<file path="config.mk">
export PLATFORM = sky130hd
export DESIGN_NAME = bwlp_front
export DESIGN_NICKNAME = d
export VERILOG_FILES = /design/src/design/bwlp_pkg.sv /design/src/design/bwlp_front.sv
export SDC_FILE = /design/constraint.sdc
export NUM_CORES = 1
export LEC_CHECK = 0
export BUFFER_PORTS_ARGS = -buffer_cell sky130_fd_sc_hd__buf_2
export CELL_PAD_IN_SITES_DETAIL_PLACEMENT = 0
export CELL_PAD_IN_SITES_GLOBAL_PLACEMENT = 1
export CORE_MARGIN = 2
export CORE_UTILIZATION = 52
export CTS_CLUSTER_SIZE = 10
export DETAILED_ROUTE_END_ITERATION = 12
export PLACE_DENSITY = 0.95
export RECOVER_POWER = 100
export SYNTH_ARGS = -nofsm -noshare
export SYNTH_HDL_FRONTEND = slang
export SYNTH_SLANG_ARGS = --single-unit
</file>
<file path="constraint.sdc">
create_clock -name clk -period 14.2 [get_ports clk]
set_input_delay 1.42 -clock clk [delete_from_list [all_inputs] [get_ports clk]]
set_output_delay 1.42 -clock clk [all_outputs]
set_load 0.01 [all_outputs]
</file>
<file path="src/design/bwlp_pkg.sv">
// Types and constants for the variable time step Butterworth low-pass filter.
// No dependencies.
package bwlp_pkg;

  localparam int DATA_W  = 32;
  localparam int STAMP_W = 32;
  localparam int CUT_W   = 17;
  localparam int K_W     = 49;
  localparam int DVD_W   = 64;
  localparam int DVS_W   = 40;
  localparam int QUO_W   = 32;

  localparam logic [CUT_W-1:0] CUT_RESET = 17'd1000;
  localparam logic [26:0] HALF_TURN = 27'd100000000;
  localparam logic [26:0] HALF_HALF = 27'd50000000;
  localparam logic [31:0] PI_Q30    = 32'd3373259426;
  localparam logic [30:0] SQRT2_Q30 = 31'd1518500250;

  typedef enum logic [1:0] {
    KIND_FILTER = 2'd0,
    KIND_SHIFT  = 2'd1,
    KIND_CLEAR  = 2'd2
  } kind_t;

  typedef struct packed {
    logic                     action;
    logic signed [DATA_W-1:0] sample;
    logic [STAMP_W-1:0]       stamp_us;
  } in_item_t;

  typedef struct packed {
    logic signed [DATA_W-1:0] filtered;
    logic                     updated;
  } out_item_t;

  typedef struct packed {
    kind_t                    kind;
    logic signed [DATA_W-1:0] sample;
    logic [K_W-1:0]           k;
  } job_t;

  typedef struct packed {
    logic             start;
    logic [DVD_W-1:0] dvd;
    logic [DVS_W-1:0] dvs;
  } div_req_t;

  typedef struct packed {
    logic             done;
    logic [QUO_W-1:0] quot;
    logic [DVD_W-1:0] rem;
  } div_rsp_t;

  // Arctangent of 2^-i in Q30 radians.
  function automatic logic [31:0] atan_q30(input logic [5:0] i);
    logic [31:0] v;
    case (i)
      6'd0: v = 32'd843314857;
      6'd1: v = 32'd497837829;
      6'd2: v = 32'd263043837;
      6'd3: v = 32'd133525159;
      6'd4: v = 32'd67021687;
      6'd5: v = 32'd33543516;
      6'd6: v = 32'd16775851;
      6'd7: v = 32'd8388437;
      6'd8: v = 32'd4194283;
      6'd9: v = 32'd2097149;
      default: begin
        if (i <= 6'd30) v = 32'd1 << (6'd30 - i);
        else v = 32'd0;
      end
    endcase
    return v;
  endfunction

endpackage

</file>
<file path="src/design/bwlp_front.sv">
// Front end: cutoff register, stamp tracking and item classification.
// Depends on bwlp_pkg.
module bwlp_front (
  input  logic                     clk,
  input  logic                     rst_n,
  input  logic                     cfg_we,
  input  logic [bwlp_pkg::CUT_W-1:0] cfg_wdata,
  input  logic                     in_push,
  input  bwlp_pkg::in_item_t       in_item,
  input  logic                     q_full,
  output logic                     q_push,
  output bwlp_pkg::job_t           q_job
);

  logic [bwlp_pkg::CUT_W-1:0]   cutoff_r;
  logic [bwlp_pkg::STAMP_W-1:0] last_stamp_r;
  logic                         stamp_seen_r;
  logic [bwlp_pkg::STAMP_W-1:0] dt;
  logic                         accept;

  assign accept = in_push && !q_full;
  assign q_push = accept;
  assign dt     = in_item.stamp_us - last_stamp_r;

  // Classify the item and form cutoff * dt
  always_comb begin
    q_job.sample = in_item.sample;
    q_job.k      = bwlp_pkg::K_W'(cutoff_r) * bwlp_pkg::K_W'(dt);
    if (in_item.action) begin
      q_job.kind = bwlp_pkg::KIND_CLEAR;
    end else if (!stamp_seen_r || dt == '0) begin
      q_job.kind = bwlp_pkg::KIND_SHIFT;
    end else begin
      q_job.kind = bwlp_pkg::KIND_FILTER;
    end
  end

  // Hold the cutoff and the last stamp
  always_ff @(posedge clk) begin
    if (!rst_n) begin
      cutoff_r     <= bwlp_pkg::CUT_RESET;
      last_stamp_r <= '0;
      stamp_seen_r <= 1'b0;
    end else begin
      if (cfg_we) cutoff_r <= cfg_wdata;
      if (accept && !in_item.action) begin
        stamp_seen_r <= 1'b1;
        last_stamp_r <= in_item.stamp_us;
      end
    end
  end

endmodule

</file>
======== Yosys cells after proc, flatten, opt, wreduce, memory -nomap -nowiden ========
Index checks and enable logic that the tools add are counted.
storage, ports and cells
  output and inout bits ................... 84
  input port bits ......................... 87
  flip-flop bits (word level) ............. 50
cells by class
  muxes and demuxes ....................... 2
  multiply operators ...................... 1
  reduce and logical (&&, ||, !) cells .... 7
  add/subtract/negate cells ............... 1
operators by type and width
  cell                                            count
  17-bit by 32-bit multiplier with 49-bit output  1
  32-bit logical NOT                              1
  32-bit subtractor                               1
  1-bit logical NOT                               3
  1-bit logical AND                               2
  2-bit 2-to-1 mux                                1
  1-bit logical OR                                1
  1-bit 2-to-1 mux                                1

======== Logic depth before layout (Yosys ltp) ========
  depth after elaboration ................. 5
  mapped depth ............................ 35
  depth with buffers taken out ............ 34

======== Worst setup path before layout ========
Ideal clock, no wire load.
  kind .................................... input-to-output
  start point ............................. input port in_item[0] (netlist bit)
  end point ............................... output port q_job[42] (netlist bit)
  path slack .............................. 3.961 ns
  arrival time ............................ 8.819 ns
  stages on the path ...................... 31
  buffers on the path ..................... 1
  data required time ...................... 12.780 ns
  path through ............................ inv_1 ha_1 fa_1 nor2b_4 o31a_1 o21ai_2 a21boi_2 a2111oi_0 a311o_2 clkbuf_1 nand2_1 fa_1 fa_1 fa_1 inv_1 fa_1 fa_1 inv_1 fa_1 inv_1 ha_1 a21oi_1 o21ai_0 a31oi_1 o21ai_0 a311oi_1 o21ai_0 a21oi_1 o21ai_0 a41o_1 xor2_1
RTL lines
  element             RTL line          RTL
  start: declaration  bwlp_front.sv:9   input bwlp_pkg::in_item_t in_item,
  end: declaration    bwlp_front.sv:12  output bwlp_pkg::job_t q_job

==> impl_metrics.json <==
{
  "nets": 3209,
  "cts-htree-levels": 2,
  "timing.fmax_mhz": 80.0,
  "grt_pass1_vias": 18700,
  "postSynthNetCount": 3198,
  "cts_repair_resize_count": 0,
  "groute.layer.met1.usage_pct": 33.9,
  "skew_ns": 0,
  "slowest_stage": "sky130_fd_sc_hd__and2_0",
  "numClockSinks": 50,
  "start_to_end_type_of_the_worst_setup_path": "in2out",
  "synth_seq_area_share_pct": 4.74,
  "cts-root-to-sink-buffers": 2,
  "vias_per_cell": 5.48,
  "clk_latency_ns": 0.30,
  "drt_first_iter_violations": 859,
  "leading_register_cell_type_out_of_synthesis": "sky130_fd_sc_hd__dfxtp_1",
  "synth_enable_flop_cells": 0,
  "port_buffers": 106,
  "grt_first_pass_wirelength_mm": 93.1,
  "final_period_minus_worst_setup_slack_ns": 12.50,
  "timing.final.setup_violations": 0,
  "layout_worst_path_cycle_share_pct": 88.0,
  "die_x_um": 205,
  "critPathMaxStageDelay_ns": 0.81,
  "cts_root_buf": "sky130_fd_sc_hd__clkbuf_16",
  "vias_after_detailed_routing": 16700,
  "transition_time_of_the_tightest_slew_check_pin_ns": 1.77,
  "rsz0062_at_grt": "no",
  "synthCells": 2507,
  "buffers_inserted_by_post_cts_timing_repair": 0,
  "die_h_um": 205,
  "final-max-slew-violation-count": 19,
  "grt_antenna_before_repair": 0,
  "cts.clk_slew.worst_paths_ns": 0.07,
  "coreArea_um2": 39900,
  "maxCapViolCount": 1,
  "final_layout_size_suffix_gt1_share_pct": 5.48,
  "tns_ns": 0,
  "gp_congestion": 0.876,
  "starting_density_of_the_core_pct": 52.9,
  "hpwlAfterDp_mm": 42.8,
  "ys.warnings.count": 0,
  "cp_max_fo": 11,
  "crit_path_frequent_cell": "sky130_fd_sc_hd__fa_1",
  "synthDistinctLibCells": 74,
  "die_area_um2": 42200,
  "drc_markers": 0,
  "floorplan.rows": 73,
  "relative_slew_slack_pct": -18.3,
  "areaGrowthSynthToFinish_pct": 4.50,
  "cts_hold_buffers": 0,
  "drt-total-wl_mm": 54.8,
  "globalRouteMet2Util_pct": 50.5,
  "cts_made_buffers": 5,
  "drtPass1Iterations": 5,
  "grt.met3_usage_pct": 3.41,
  "run_status": "finished, violations left",
  "crit_path_start_kind": "primary input",
  "cell_area_synth_um2": 21100,
  "top_level_ports": 171,
  "routedWlPerCell_um": 18.0,
  "cts_tree": "built",
  "failed_checks": "max-capacitance violations, max-slew violations",
  "final_core_util_pct": 55.2,
  "grt_start_max_net_pins": 51,
  "top_usage_layer": "met2",
  "diodes": 0,
  "route.antenna.remaining_nets": 0,
  "groute.usage.overall_pct": 27.8,
  "synth_area_per_cell_um2": 8.42,
  "critical_path.endpoint_type": "primary output",
  "timing.hold.worst.class": "reg2reg",
  "overflow": 0,
  "number_of_hold_slack_violations_in_the_final_timing_report": 0,
  "synth-async-reset-ratio_pct": 0,
  "yosys_register_bits": 50,
  "cp_data_arrival_time_ns": 11.08,
  "timing.critical_path.required_ns": 12.78
}
[area by class of cell]
type                    count  area, um2
clock inverters             3       48.8
well taps                 525        657
fillers                  3663      17900
repair buffers            147        771
flip-flops and latches     50       1000
inverters                 535       2010
multi-input cells        1779      17400
clock buffers               5        125
[logic make-up after synthesis]
family          after synthesis  share of synthesized area [%]
buf+inv                     678                           12.7
simple gates                822                           18.5
xor+xnor                     58                           2.41
fa+ha+maj                   604                           51.8
mux                          18                          0.854
compound gates              277                           9.04
flops                        50                           4.74
[cells in the mapped netlist (8+ instances only)]
library cell / number / area share [%]
sky130_fd_sc_hd__xor2_1: 20 / 0.83
sky130_fd_sc_hd__nand3_1: 13 / 0.31
sky130_fd_sc_hd__and2_1: 179 / 5.3
sky130_fd_sc_hd__a21o_1: 34 / 1.2
sky130_fd_sc_hd__o21ai_0: 43 / 1.0
sky130_fd_sc_hd__dfxtp_1: 50 / 4.7
sky130_fd_sc_hd__clkbuf_1: 104 / 1.8
sky130_fd_sc_hd__xnor2_1: 38 / 1.6
sky130_fd_sc_hd__fa_1: 450 / 43
sky130_fd_sc_hd__nand2b_1: 22 / 0.65
sky130_fd_sc_hd__inv_1: 535 / 9.5
sky130_fd_sc_hd__and3_1: 18 / 0.53
sky130_fd_sc_hd__nor2b_1: 48 / 1.4
sky130_fd_sc_hd__a21boi_0: 34 / 1.2
sky130_fd_sc_hd__ha_1: 154 / 9.1
sky130_fd_sc_hd__a21oi_1: 80 / 1.9
sky130_fd_sc_hd__nor3_1: 14 / 0.33
sky130_fd_sc_hd__mux2i_1: 18 / 0.85
sky130_fd_sc_hd__nor2_1: 52 / 0.92
sky130_fd_sc_hd__nand2_1: 448 / 8.0
sky130_fd_sc_hd__o21bai_1: 8 / 0.28
sky130_fd_sc_hd__buf_4: 33 / 1.2
sky130_fd_sc_hd__o21a_1: 16 / 0.57
sky130_fd_sc_hd__a31oi_1: 9 / 0.27
[worst max-delay path, delay by kind of cell]
| kind | cells | cell delay, ns |
|---|---|---|
| compound gates | 10 | 3.38 |
| fa+ha+maj | 9 | 3.86 |
| xor+xnor | 1 | 0.16 |
| buf+inv | 8 | 0.91 |
| simple gates | 5 | 1.35 |
[flip-flops by register name, summed over array words and instances (netlist names)]
register	count
last_stamp_r	32
cutoff_r	17
stamp_seen_r	1
[layout by cell type, fill, tap and decap left out, types with 13 or more instances in the layout]
master	synthesis	final
sky130_fd_sc_hd__buf_2	5	64
sky130_fd_sc_hd__nor2b_1	48	48
sky130_fd_sc_hd__o21ai_0	43	45
sky130_fd_sc_hd__ha_1	154	154
sky130_fd_sc_hd__clkbuf_1	104	46
sky130_fd_sc_hd__buf_4	33	37
sky130_fd_sc_hd__fa_1	450	450
sky130_fd_sc_hd__nand3_1	13	13
sky130_fd_sc_hd__and3_1	18	18
sky130_fd_sc_hd__nand2_1	448	448
sky130_fd_sc_hd__o21a_1	16	16
sky130_fd_sc_hd__a21boi_0	34	34
sky130_fd_sc_hd__nor2_1	52	51
sky130_fd_sc_hd__nor3_1	14	14
sky130_fd_sc_hd__and2_1	179	175
sky130_fd_sc_hd__xor2_1	20	20
sky130_fd_sc_hd__xnor2_1	38	37
sky130_fd_sc_hd__mux2i_1	18	18
sky130_fd_sc_hd__a21o_1	34	34
sky130_fd_sc_hd__nand2b_1	22	22
sky130_fd_sc_hd__dfxtp_1	50	47
sky130_fd_sc_hd__a21oi_1	80	80
sky130_fd_sc_hd__inv_1	535	535
[per-layer routing]
layer	vias to the layer above	wire length, um
met2	632	27700
met1	8365	21600
met3	156	3440
li1	7516	-
met4	0	2020
met5	-	0
[path summary, 6_finish.rpt]
path	from	end	slack, ns	cells past startpoint
hold reg to reg	last_stamp_r[29]	last_stamp_r[29]	0.46	2
setup / recovery	in_item[0]	q_job[42]	1.70	33
setup reg to reg	cutoff_r[8]	cutoff_r[8]	12.70	3
hold / removal	last_stamp_r[29]	last_stamp_r[29]	0.46	2
[per-stage QoR]
| stage | instances | cell area, um2 | worst slack [ns] | hold WS (ns) |
|---|---|---|---|---|
| global route | 3044 | 22100 | 1.31 | 0.491 |
| CTS | 3044 | 22100 | 2.43 | 0.470 |
| finish | 3044 | 22100 | 1.70 | 0.465 |
| global placement | 3036 | 22000 | 2.57 | 0.452 |
| floorplan | 2507 | 21100 | 3.96 | 0.443 |
| detailed placement | 3036 | 22000 | 2.46 | 0.460 |
Power is left out: the tool's default activity adds up to more than one toggle a clock period on the data nets, which glitch-free logic cannot reach.
