[config.mk]
export PLATFORM = sky130hd
export DESIGN_NAME = bwlp_queue
export DESIGN_NICKNAME = d
export VERILOG_FILES = /design/src/design/bwlp_pkg.sv /design/src/design/bwlp_queue.sv
export SDC_FILE = /design/constraint.sdc
export NUM_CORES = 1
export LEC_CHECK = 0
export BUFFER_PORTS_ARGS = -buffer_cell sky130_fd_sc_hd__buf_2
export CORE_ASPECT_RATIO = 0.75
export CORE_MARGIN = 2
export CORE_UTILIZATION = 45
export CTS_CLUSTER_DIAMETER = 120
export DETAILED_ROUTE_END_ITERATION = 6
export PLACE_DENSITY = 0.73
export SLEW_MARGIN = 20
export SYNTH_ARGS = -nofsm -noshare
export SYNTH_HDL_FRONTEND = slang
export SYNTH_SLANG_ARGS = --single-unit
[constraint.sdc]
create_clock -name clk -period 4.8 [get_ports clk]
set_clock_uncertainty 0.15 [all_clocks]
set_input_delay 0.96 -clock clk [delete_from_list [all_inputs] [get_ports clk]]
set_output_delay 0.96 -clock clk [all_outputs]
set_load 0.05 [all_outputs]
[src/design/bwlp_pkg.sv]
// Types and constants for the variable time step Butterworth low-pass filter.
// No dependencies.
package bwlp_pkg;

  localparam int DATA_W  = 32;
  localparam int STAMP_W = 32;
  localparam int CUT_W   = 17;
  localparam int K_W     = 49;
  localparam int DVD_W   = 64;
  localparam int DVS_W   = 40;
  localparam int QUO_W   = 32;

  localparam logic [CUT_W-1:0] CUT_RESET = 17'd1000;
  localparam logic [26:0] HALF_TURN = 27'd100000000;
  localparam logic [26:0] HALF_HALF = 27'd50000000;
  localparam logic [31:0] PI_Q30    = 32'd3373259426;
  localparam logic [30:0] SQRT2_Q30 = 31'd1518500250;

  typedef enum logic [1:0] {
    KIND_FILTER = 2'd0,
    KIND_SHIFT  = 2'd1,
    KIND_CLEAR  = 2'd2
  } kind_t;

  typedef struct packed {
    logic                     action;
    logic signed [DATA_W-1:0] sample;
    logic [STAMP_W-1:0]       stamp_us;
  } in_item_t;

  typedef struct packed {
    logic signed [DATA_W-1:0] filtered;
    logic                     updated;
  } out_item_t;

  typedef struct packed {
    kind_t                    kind;
    logic signed [DATA_W-1:0] sample;
    logic [K_W-1:0]           k;
  } job_t;

  typedef struct packed {
    logic             start;
    logic [DVD_W-1:0] dvd;
    logic [DVS_W-1:0] dvs;
  } div_req_t;

  typedef struct packed {
    logic             done;
    logic [QUO_W-1:0] quot;
    logic [DVD_W-1:0] rem;
  } div_rsp_t;

  // Arctangent of 2^-i in Q30 radians.
  function automatic logic [31:0] atan_q30(input logic [5:0] i);
    logic [31:0] v;
    case (i)
      6'd0: v = 32'd843314857;
      6'd1: v = 32'd497837829;
      6'd2: v = 32'd263043837;
      6'd3: v = 32'd133525159;
      6'd4: v = 32'd67021687;
      6'd5: v = 32'd33543516;
      6'd6: v = 32'd16775851;
      6'd7: v = 32'd8388437;
      6'd8: v = 32'd4194283;
      6'd9: v = 32'd2097149;
      default: begin
        if (i <= 6'd30) v = 32'd1 << (6'd30 - i);
        else v = 32'd0;
      end
    endcase
    return v;
  endfunction

endpackage

[src/design/bwlp_queue.sv]
// Two-entry job queue between front end and back end.
// Depends on bwlp_pkg.
module bwlp_queue (
  input  logic           clk,
  input  logic           rst_n,
  input  logic           push,
  input  bwlp_pkg::job_t push_job,
  output logic           full,
  input  logic           pop,
  output logic           empty,
  output bwlp_pkg::job_t pop_job
);

  localparam int Depth = 2;
  localparam int PtrW  = $clog2(Depth);
  localparam int CntW  = $clog2(Depth + 1);

  bwlp_pkg::job_t  mem_r [Depth];
  logic [PtrW-1:0] wr_ptr_r;
  logic [PtrW-1:0] rd_ptr_r;
  logic [CntW-1:0] count_r;
  logic            push_ok;
  logic            pop_ok;

  assign full    = (count_r == CntW'(Depth));
  assign empty   = (count_r == '0);
  assign push_ok = push && !full;
  assign pop_ok  = pop && !empty;
  assign pop_job = mem_r[rd_ptr_r];

  // Advance pointers and count
  always_ff @(posedge clk) begin
    if (!rst_n) begin
      wr_ptr_r <= '0;
      rd_ptr_r <= '0;
      count_r  <= '0;
    end else begin
      if (push_ok) wr_ptr_r <= wr_ptr_r + PtrW'(1);
      if (pop_ok) rd_ptr_r <= rd_ptr_r + PtrW'(1);
      if (push_ok && !pop_ok) count_r <= count_r + CntW'(1);
      else if (!push_ok && pop_ok) count_r <= count_r - CntW'(1);
    end
  end

  // Store the pushed job
  always_ff @(posedge clk) begin
    if (push_ok) mem_r[wr_ptr_r] <= push_job;
  end

endmodule

* After elaboration in Yosys (flattened, before gate mapping)
Memories as Yosys holds them, arrays and structs flattened. A register that Yosys moved wholly into a read port is not among the register bits. Cells that the tools add are included.
Operators by class: multiplexer cells 6, $add $sub $neg 4, equal/unequal tests 1, reduce and logical (&&, ||, !) cells 10
Operators by type and width (number):
- $logic_and A1 B1 Y1 | 4
- $logic_not A1 Y1 | 4
- $mux W1 | 4
- $mux W2 | 2
- $add A1 B1 Y1 const B | 2
- $add A2 B1 Y2 const B | 1
- $eq A2 B2 Y1 const B | 1
- $logic_not A2 Y1 | 1
- $reduce_bool A2 Y1 | 1
- $sub A2 B1 Y2 const B | 1
Storage, ports and cells: RAM bits 166, output and inout port bits 85, register bits after elaboration 4, memories 1
Memory list:
- mem_r | words 2, bits a word 83, read ports 1, clocked after Yosys merged registers in 1, wr ports 1, RTL line bwlp_queue.sv:18 | bwlp_pkg::job_t mem_r [Depth];

* Longest topological paths before layout
Gate-level depths: netlist (run 1).
word-level depth 7, mapped depth 7

* Least setup slack after synthesis (run 1)
No wires, ideal clock.
path type input port to flip-flop, start input port push, end memory mem_r[0][0] in the netlist's numbering (enable), data required time 4.139 ns, stages on the path 2, path buffers 0, data arrival time 4.268 ns, slack -0.129 ns, path through inv_1 -> nor3_2
On the way: longest elaborated chain between the ends 3
Ends and longest elaborated chain:
- start, declared | RTL line bwlp_queue.sv:6 | input logic push,
- $logic_and A1 B1 Y1 | RTL line bwlp_queue.sv:27 | assign push_ok = push && !full;
- $mux W1 | RTL line bwlp_queue.sv:47 | if (push_ok) mem_r[wr_ptr_r] <= push_job;
- $mux W1 (implied by the code) | RTL line bwlp_queue.sv:47
- end, declared | RTL line bwlp_queue.sv:18
Every way passes these cells.

==> results of run 1 <==
registers in the layout, summed over array words and instances, names as in the netlist, named ones only:
signal and count:
mem_r 166, count_r 2, rd_ptr_r 1, wr_ptr_r 1
where the power goes:
| part | switching, mW | internal [mW] | total [mW] |
|---|---|---|---|
| combinational | 1.24 | 0.408 | 1.64 |
| clock | 0.522 | 0.707 | 1.23 |
| sequential | 0.0616 | 1.88 | 1.94 |
tightest hold or removal path, delay by kind of cell, from the launching register on:
kind / cells / cell delay, ns
flip-flops: 1 / 0.34
AO/OA/AOI/OAI: 2 / 0.15
synth_stat cells (2+ instances only):
cell type | number | share of area (%)
dfxtp_1 | 5 | 1.6
and2_1 | 3 | 0.30
buf_4 | 7 | 0.85
mux2_2 | 13 | 2.4
edfxtp_1 | 166 | 80
mux2_1 | 70 | 13
nor2_1 | 2 | 0.12
buf_2 | 2 | 0.16
xnor2_1 | 2 | 0.28
metal layers:
layer | share of wire, % | GRT usage [%] | wire (um) | up-vias
li1 | - | - | - | 1487
met1 | 44 | 18.8 | 4880 | 1562
met2 | 47 | 24.1 | 5260 | 117
met3 | 8.5 | 7.81 | 951 | 4
met4 | 0.33 | 5.00 | 37 | 0
met5 | 0 | 0 | 0 | -
final cells by class:
class / instances / area [sq um] / area share, %
clock inverters: 12 / 100 / 1.28
flip-flops and latches: 171 / 5090 / 64.9
repair buffers: 176 / 913 / 11.7
inverters: 2 / 7.51 / 0.0958
multi-input cells: 101 / 1070 / 13.7
clock buffers: 20 / 437 / 5.57
well taps: 175 / 219 / 2.79
how the worst max path moves through the flow:
| stage | startpoint | to | slack [ns] | cells past startpoint |
|---|---|---|---|---|
| after floorplan | push | mem_r[0][0] | 1.17 | 2 |
| after global placement | register | pop_job[7] | 2.15 | 3 |
| after detailed placement | register | pop_job[68] | 2.14 | 3 |
| after CTS | register | pop_job[7] | 1.67 | 3 |
| after global routing | register | pop_job[7] | 1.60 | 3 |
| final | register | pop_job[7] | 1.72 | 3 |
cell families after synthesis:
kind of cell | synth area share, %
adders and majority gates | 0.201
muxes | 15.0
buffers and inverters | 1.13
DFF | 81.8
and+or+nand+nor | 0.886
AOI/OAI and AO/OA | 0.523
xor gates and xnor gates | 0.423
==> flow_summary.ini, run 1 <==
[floorplan]
die_y_um = 106
core_sq_um = 13600
initial_core_util_pct = 45.7
die_w_um = 140
die_area_sq_um = 14800
io_pins = 172
placementRows = 37

[sta]
max_slew_margin_pct = 54.5
min_period_ns = 3.08
slew_viol_final = 0
rsz0062_at_grt = false
clock.fmax_mhz = 325
finalHoldViolations = 0
worst_slack_ns = 1.72
setup_viol = 0
hold_ws_ns = 0.389
tns_ns = 0
tightest_slew_ns = 0.682
timing.final.crit_share_pct = 64.2

[yosys]
seq_area_frac_synth_pct = 81.8
yosys_most_used_dff = edfxtp_1
ys_warn_count = 0
ys_types = 22
avgSynthCellArea_sq_um = 22.0
syn_inst = 283
synth_edf_count = 166
synthesis.area_sq_um = 6220
synth_seq_cells = 171
synth-async-reset-ratio_pct = 0
syn_nets = 371

[cts]
cts_tree = yes
clock_sinks = 171
path_clk_slew_ns = 0.06
cts_buffer_depth = 2
cts_setup_buffers = 0
h-tree-depth = 4
cts_made_buffers = 17
worstSkewPairLatency_ns = 0.42
clockRootBuffer = clkbuf_16
cts_resized = 0
cts_hold_buf = 0

[drt]
wl_per_cell_um = 16.9
first_pass_iters = 4
num_vias = 3170
ant_nets = 0
viasPerCell = 4.82
drt-total-wl_um = 11100
drc = 0
detail_route.iter0.violations = 172

[worst_setup_path]
crit_buf_inv = 2
path_cells = buf_4, mux2_1, buf_2
cp-start-kind = register
reg2reg_to = mem_r[1][11]
required_ns = 3.69
crit_type = register to output port
rr_worst_depth = 3
arrival_ns = 1.97
max_stage_delay_ns = 0.45
critPathTopFamily = buffers and inverters
rr_startpoint = count_r[0]
critPathCaptureType = output port
reg2reg_slack_ns = 2.81
cp_max_fo = 39
slowest_stage = buf_4

[placed_design]
gp_congestion = 0.716
port_buffers = 171
postPlaceCellArea_sq_um = 7270
hpwl_um = 7240
pre_cts_ws_ns = 2.14
dpl.cell_count = 624

[cells_and_area]
stdcell_area_sq_um = 7840
finalNetCount = 557
area_growth_pct = 26.1
fillers = 1053
final_cell_mix = buf_2, edfxtp_1, mux2_1
layout_commonest_cell = buf_2
final_util_pct = 57.6
instances_no_fill = 657
antenna_cells = 0
drive_above_1_share_pct = 45.2

[global_route]
track_usage_pct = 15.4
overflow = 0
grt_max_degree = 84
grt_pass1_wl_um = 16900
grt_pass1_vias = 3364
antenna_found_initial = 1

[power_and_ir_drop]
p_total_mw = 4.81
leakage_nw = 2.92
cellPowerDensity_nw_per_um2 = 614
peakVddDrop_v = 0.000388

[worst_hold_path]
min_to = count_r[1]
holdCritPathClass = register to register
holdCritStartpoint = count_r[1]
hold_depth = 2

[outcome]
status = complete, no violations

[run]
drv.max_cap_violation_count = 0
(Power assumes the default switching activity.)
==> run 2: changes to the inputs <==
--- a/config.mk
+++ b/config.mk
@@ -5,13 +5,14 @@
 export SDC_FILE = /design/constraint.sdc
 export NUM_CORES = 1
 export LEC_CHECK = 0
+export ABC_AREA = 1
 export BUFFER_PORTS_ARGS = -buffer_cell sky130_fd_sc_hd__buf_2
 export CORE_ASPECT_RATIO = 0.75
 export CORE_MARGIN = 2
 export CORE_UTILIZATION = 45
 export CTS_CLUSTER_DIAMETER = 120
 export DETAILED_ROUTE_END_ITERATION = 6
-export PLACE_DENSITY = 0.73
+export PLACE_DENSITY = 0.7
 export SLEW_MARGIN = 20
 export SYNTH_ARGS = -nofsm -noshare
 export SYNTH_HDL_FRONTEND = slang
==> constraint.sdc (replaced) <==
create_clock -name clk -period 3.1 [get_ports clk]
set_clock_uncertainty 0.15 [all_clocks]
set_input_delay 0.62 -clock clk [delete_from_list [all_inputs] [get_ports clk]]
set_output_delay 0.62 -clock clk [all_outputs]
set_load 0.05 [all_outputs]
==> run 2 against run 1 <==
Sequential power up 55%. Sequential share of layout area decreased by 2.5 points. Worst hold slack lost 0.15 ns. Critical endpoint is now pop_job[82]. Largest cell class unchanged. Highest routed layer unchanged.
==> flow_summary.ini, run 2 <==
[outcome]
status = complete, no violations

[placed_design]
gp_congestion = 0.704
hpwl_um = 7540
port_buffers = 171
postPlaceCellArea_sq_um = 7600

[yosys]
synth_area_leaders = edfxtp_1, mux2_4, mux2_2
seq_area_frac_synth_pct = 77.3
yosys-top-cells-count = edfxtp_1, mux2_4, mux2_2
synth_top_area_cell = edfxtp_1
synth-async-reset-ratio_pct = 0
ys_warn_count = 0
ys_types = 16
yosys_most_used_dff = edfxtp_1
synth_seq_cells = 171
syn_inst = 296
synthesis.area_sq_um = 6580
avgSynthCellArea_sq_um = 22.2
yosysTopAreaCellShare_pct = 75.8
synth_most_common_cell = edfxtp_1
synth_edf_count = 166
syn_nets = 384

[global_route]
grt_pass1_wl_um = 16900
grt_pass1_vias = 3296
overflow = 0
track_usage_pct = 14.8
antenna_found_initial = 1
grt_max_degree = 84

[power_and_ir_drop]
leakage_nw = 3.21
cellPowerDensity_nw_per_um2 = 930
peakVddDrop_v = 0.000484

[floorplan]
core_sq_um = 14400
die_area_sq_um = 15600
die_w_um = 144
placementRows = 38
die_y_um = 109
initial_core_util_pct = 45.8
io_pins = 172

[worst_setup_path]
cp-endpoint = pop_job[82]
rr_startpoint = count_r[1]
slowest_stage = buf_12
critPathCaptureType = output port
crit_type = register to output port
max_stage_delay_ns = 0.43
rr_worst_depth = 9
required_ns = 2.33
reg2reg_slack_ns = 1.20
cp-start-kind = register
path_cells = buf_12, mux2_2, buf_2
arrival_ns = 1.93
reg2reg_to = count_r[1]
cp_max_fo = 83

[sta]
min_period_ns = 2.70
slew_viol_final = 0
setup_viol = 0
tightest_slew_ns = 0.650
max_slew_margin_pct = 56.7
finalHoldViolations = 0
clock.fmax_mhz = 370
rsz0062_at_grt = false
timing.final.crit_share_pct = 87.1

[cts]
clock_sinks = 171
path_clk_slew_ns = 0.07
worstSkewPairLatency_ns = 0.41
cts_buffer_depth = 2
cts_hold_buf = 0
clockRootBuffer = clkbuf_16
cts_setup_buffers = 0
cts_resized = 0
h-tree-depth = 4
cts_tree = yes
cts_made_buffers = 17

[drt]
ant_nets = 0
first_pass_iters = 4
viasPerCell = 4.68
drt-total-wl_um = 11300
num_vias = 3250
detail_route.iter0.violations = 161
wl_per_cell_um = 16.3
drc = 0

[cells_and_area]
finalNetCount = 570
drive_above_1_share_pct = 58.4
stdcell_area_sq_um = 8160
final_cell_mix = buf_2, edfxtp_1, mux2_4
layout_commonest_cell = buf_2
largest_reg_flops = 166
reg.largest.list = mem_r x166, count_r x2
antenna_cells = 0
final_util_pct = 56.8
area_growth_pct = 24.0
regMostFlops = mem_r

[worst_hold_path]
holdCritPathClass = input port to register
holdCritStartpoint = push_job[18]

[run]
drv.max_cap_violation_count = 0
-- run 2: cell types whose count changed after synthesis, moves of 2 or more --
cell,delta
buf_4,-7
inv_1,+8
nand2_1,+6
mux2_1,-70
and2_1,-3
buf_12,+7
xnor2_1,-2
mux2_4,+70
nor2_1,+9
-- run 2: power by group --
group | internal [mW] | switching, mW | leakage [nW]
clock | 1.18 | 0.830 | 0.277
sequential | 2.93 | 0.0877 | 1.59
combinational | 0.781 | 1.78 | 1.35
total | 4.88 | 2.70 | 3.21
-- run 2: cell families (layout without fill, tap and decap cells) --
group	count (synthesis)	in the layout	share of synthesized area (%)
flops	171	171	77.3
mux	83	83	18.2
simple gates	19	19	1.14
buf+inv	18	217	2.89
compound gates	4	4	0.304
fa+ha+maj	1	1	0.190
-- run 2: worst min path at each step --
| stage | to | depth (start not counted) |
|---|---|---|
| after global routing | mem_r[1][11] | 1 |
| after CTS | mem_r[1][18] | 1 |
| final | mem_r[1][18] | 1 |
| after global placement | rd_ptr_r | 2 |
| after floorplan | register | 2 |
| after detailed placement | register | 2 |
-- run 2: metrics by stage --
stage	setup TNS [ns]	cells	total power, mW	setup WS (ns)	hold WS, ns
6_report	0	695	7.58	0.401	0.235
2_1_floorplan	-63.76	296	5.24	-0.384	0.317
5_1_grt	0	695	7.87	0.326	0.215
4_1_cts	0	695	7.66	0.396	0.214
3_3_place_gp	0	663	5.61	0.866	0.332
3_5_place_dp	0	663	5.66	0.856	0.343
-- run 2: cell type report --
| class | instances | area (sq um) |
|---|---|---|
| Clock inverter | 13 | 126 |
| Tap cell | 200 | 250 |
| Sequential cell | 171 | 5090 |
| Fill cell | 1167 | 6200 |
| Timing Repair Buffer | 176 | 906 |
| Clock buffer | 19 | 433 |
| Multi-Input combinational cell | 107 | 1320 |
| Inverter | 9 | 33.8 |
-- run 2: per-layer routing --
metal  wire, um  vias up  global-route usage [%]
li1           -     1515                       -
met1       4910     1591                    18.7
met2       5290      129                    22.7
met3        974       15                    6.15
met4        170        0                    6.09
met5          0        -                       0
-- run 2: critical path, delay by kind of cell, from the launching register on --
| kind | cells | cell delay, ns |
|---|---|---|
| buffers and inverters | 2 | 0.64 |
| multiplexers | 1 | 0.40 |
| flip-flops | 1 | 0.35 |
==> run 3: changes to the inputs <==
--- a/config.mk
+++ b/config.mk
@@ -10,7 +10,7 @@
 export CORE_ASPECT_RATIO = 0.75
 export CORE_MARGIN = 2
 export CORE_UTILIZATION = 45
-export CTS_CLUSTER_DIAMETER = 120
+export CTS_CLUSTER_DIAMETER = 200
 export DETAILED_ROUTE_END_ITERATION = 6
 export PLACE_DENSITY = 0.7
 export SLEW_MARGIN = 20
==> constraint.sdc (replaced) <==
create_clock -name clk -period 2.8 [get_ports clk]
set_clock_uncertainty 0.15 [all_clocks]
set_input_delay 0.56 -clock clk [delete_from_list [all_inputs] [get_ports clk]]
set_output_delay 0.56 -clock clk [all_outputs]
set_load 0.05 [all_outputs]
==> run 3 against run 2 <==
Design area is 1.2% higher. Critical path type unchanged. Worst hold slack lost 0.055 ns. Non-clock buffer count up 1. Wire length grew 0.62%. Utilization rose by 0.68 points. Largest cell class unchanged.
==> flow_summary.ini, run 3 (synthesized netlist as in run 2, its figures left out) <==
[sta]
min_period_ns = 2.47
rsz0062_at_grt = false
setup_viol = 0
timing.final.crit_share_pct = 88.3
finalHoldViolations = 0
tns_ns = 0
tightest_slew_ns = 0.529
max_slew_margin_pct = 64.5
clock.fmax_mhz = 404
slew_viol_final = 0

[placed_design]
port_buffers = 171
hpwl_um = 7550
gp_congestion = 0.722

[global_route]
grt_pass1_vias = 3294
antenna_found_initial = 0
grt_pass1_wl_um = 16900
overflow = 0
grt_max_degree = 67
track_usage_pct = 14.8

[cells_and_area]
final_util_pct = 57.5
antenna_cells = 0
drive_above_1_share_pct = 59.1
finalNetCount = 571
fillers = 1132
largest_reg_flops = 166
regMostFlops = mem_r
reg.largest.list = mem_r x166, count_r x2
final_cell_mix = buf_2, edfxtp_1, mux2_4
layout_commonest_cell = buf_2
area_growth_pct = 25.5

[worst_setup_path]
cp-start-kind = register
cp_max_fo = 41
rr_startpoint = count_r[1]
path_cells = buf_12, mux2_2, buf_2
max_stage_delay_ns = 0.41
arrival_ns = 1.76
slowest_stage = dfxtp_4
required_ns = 2.09
critPathCaptureType = output port
reg2reg_slack_ns = 0.85
crit_type = register to output port

[floorplan]
core_sq_um = 14400
die_y_um = 109
io_pins = 172
placementRows = 38
die_w_um = 144
initial_core_util_pct = 45.8
die_area_sq_um = 15600

[drt]
num_vias = 3270
detail_route.iter0.violations = 174
viasPerCell = 4.70
drt-total-wl_um = 11400
drc = 0
wl_per_cell_um = 16.4
first_pass_iters = 4
ant_nets = 0

[cts]
cts_tree = yes
cts_resized = 0
cts_hold_buf = 0
clockRootBuffer = clkbuf_16
clock_sinks = 171
worstSkewPairLatency_ns = 0.41
path_clk_slew_ns = 0.06
cts_made_buffers = 17
h-tree-depth = 4
cts_buffer_depth = 2
cts_setup_buffers = 0

[worst_hold_path]
holdCritPathClass = input port to register
holdCritStartpoint = push_job[63]

[power_and_ir_drop]
peakVddDrop_v = 0.000695
cellPowerDensity_nw_per_um2 = 1040
leakage_nw = 3.24

[outcome]
status = complete, no violations

[run]
drv.max_cap_violation_count = 0
==> run 3: final timing paths <==
kind,end,cells past startpoint
hold reg to reg,rd_ptr_r,2
setup reg to reg,count_r[1],9
hold / removal,mem_r[1][63],1
setup / recovery,pop_job[66],3
==> run 3: cell type report <==
| class | instances | area, sq um | area share (%) |
|---|---|---|---|
| sequential | 171 | 5090 | 61.6 |
| multi-input combinational | 107 | 1320 | 16.0 |
| timing repair buffer | 177 | 951 | 11.5 |
| clock buffer | 17 | 425 | 5.15 |
| tap | 200 | 250 | 3.03 |
| clock inverter | 15 | 186 | 2.26 |
| inverter | 9 | 33.8 | 0.409 |
==> run 3: per-layer routing <==
layer	GRT usage [%]	vias to the layer above	wire length (um)
li1	-	1528	-
met1	18.2	1595	4910
met2	23.6	137	5350
met3	6.24	10	1040
met4	5.25	0	110
met5	0	-	0
==> run 3: per-stage QoR <==
stage | hold slack [ns] | power (mW) | setup slack, ns | std cells | cell area (sq um)
3_3_place_gp | 0.332 | 6.25 | 0.792 | 664 | 7640
2_1_floorplan | 0.317 | 5.80 | -0.624 | 296 | 6590
5_1_grt | 0.156 | 8.95 | 0.258 | 696 | 8260
3_5_place_dp | 0.342 | 6.30 | 0.748 | 664 | 7640
6_report | 0.180 | 8.61 | 0.328 | 696 | 8260
4_1_cts | 0.159 | 8.71 | 0.298 | 696 | 8260
==> run 3: critical path: cells and delay by family (launching register included) <==
family / cells / cell delay [ns]
buf+inv: 2 / 0.50
flops: 1 / 0.41
mux: 1 / 0.38
==> run 3: report_power, final <==
group / switching (mW) / total, mW / leakage (nW) / internal [mW]
clock network: 0.974 / 2.39 / 0.290 / 1.42
registers: 0.106 / 3.34 / 1.59 / 3.24
logic: 1.98 / 2.87 / 1.36 / 0.893
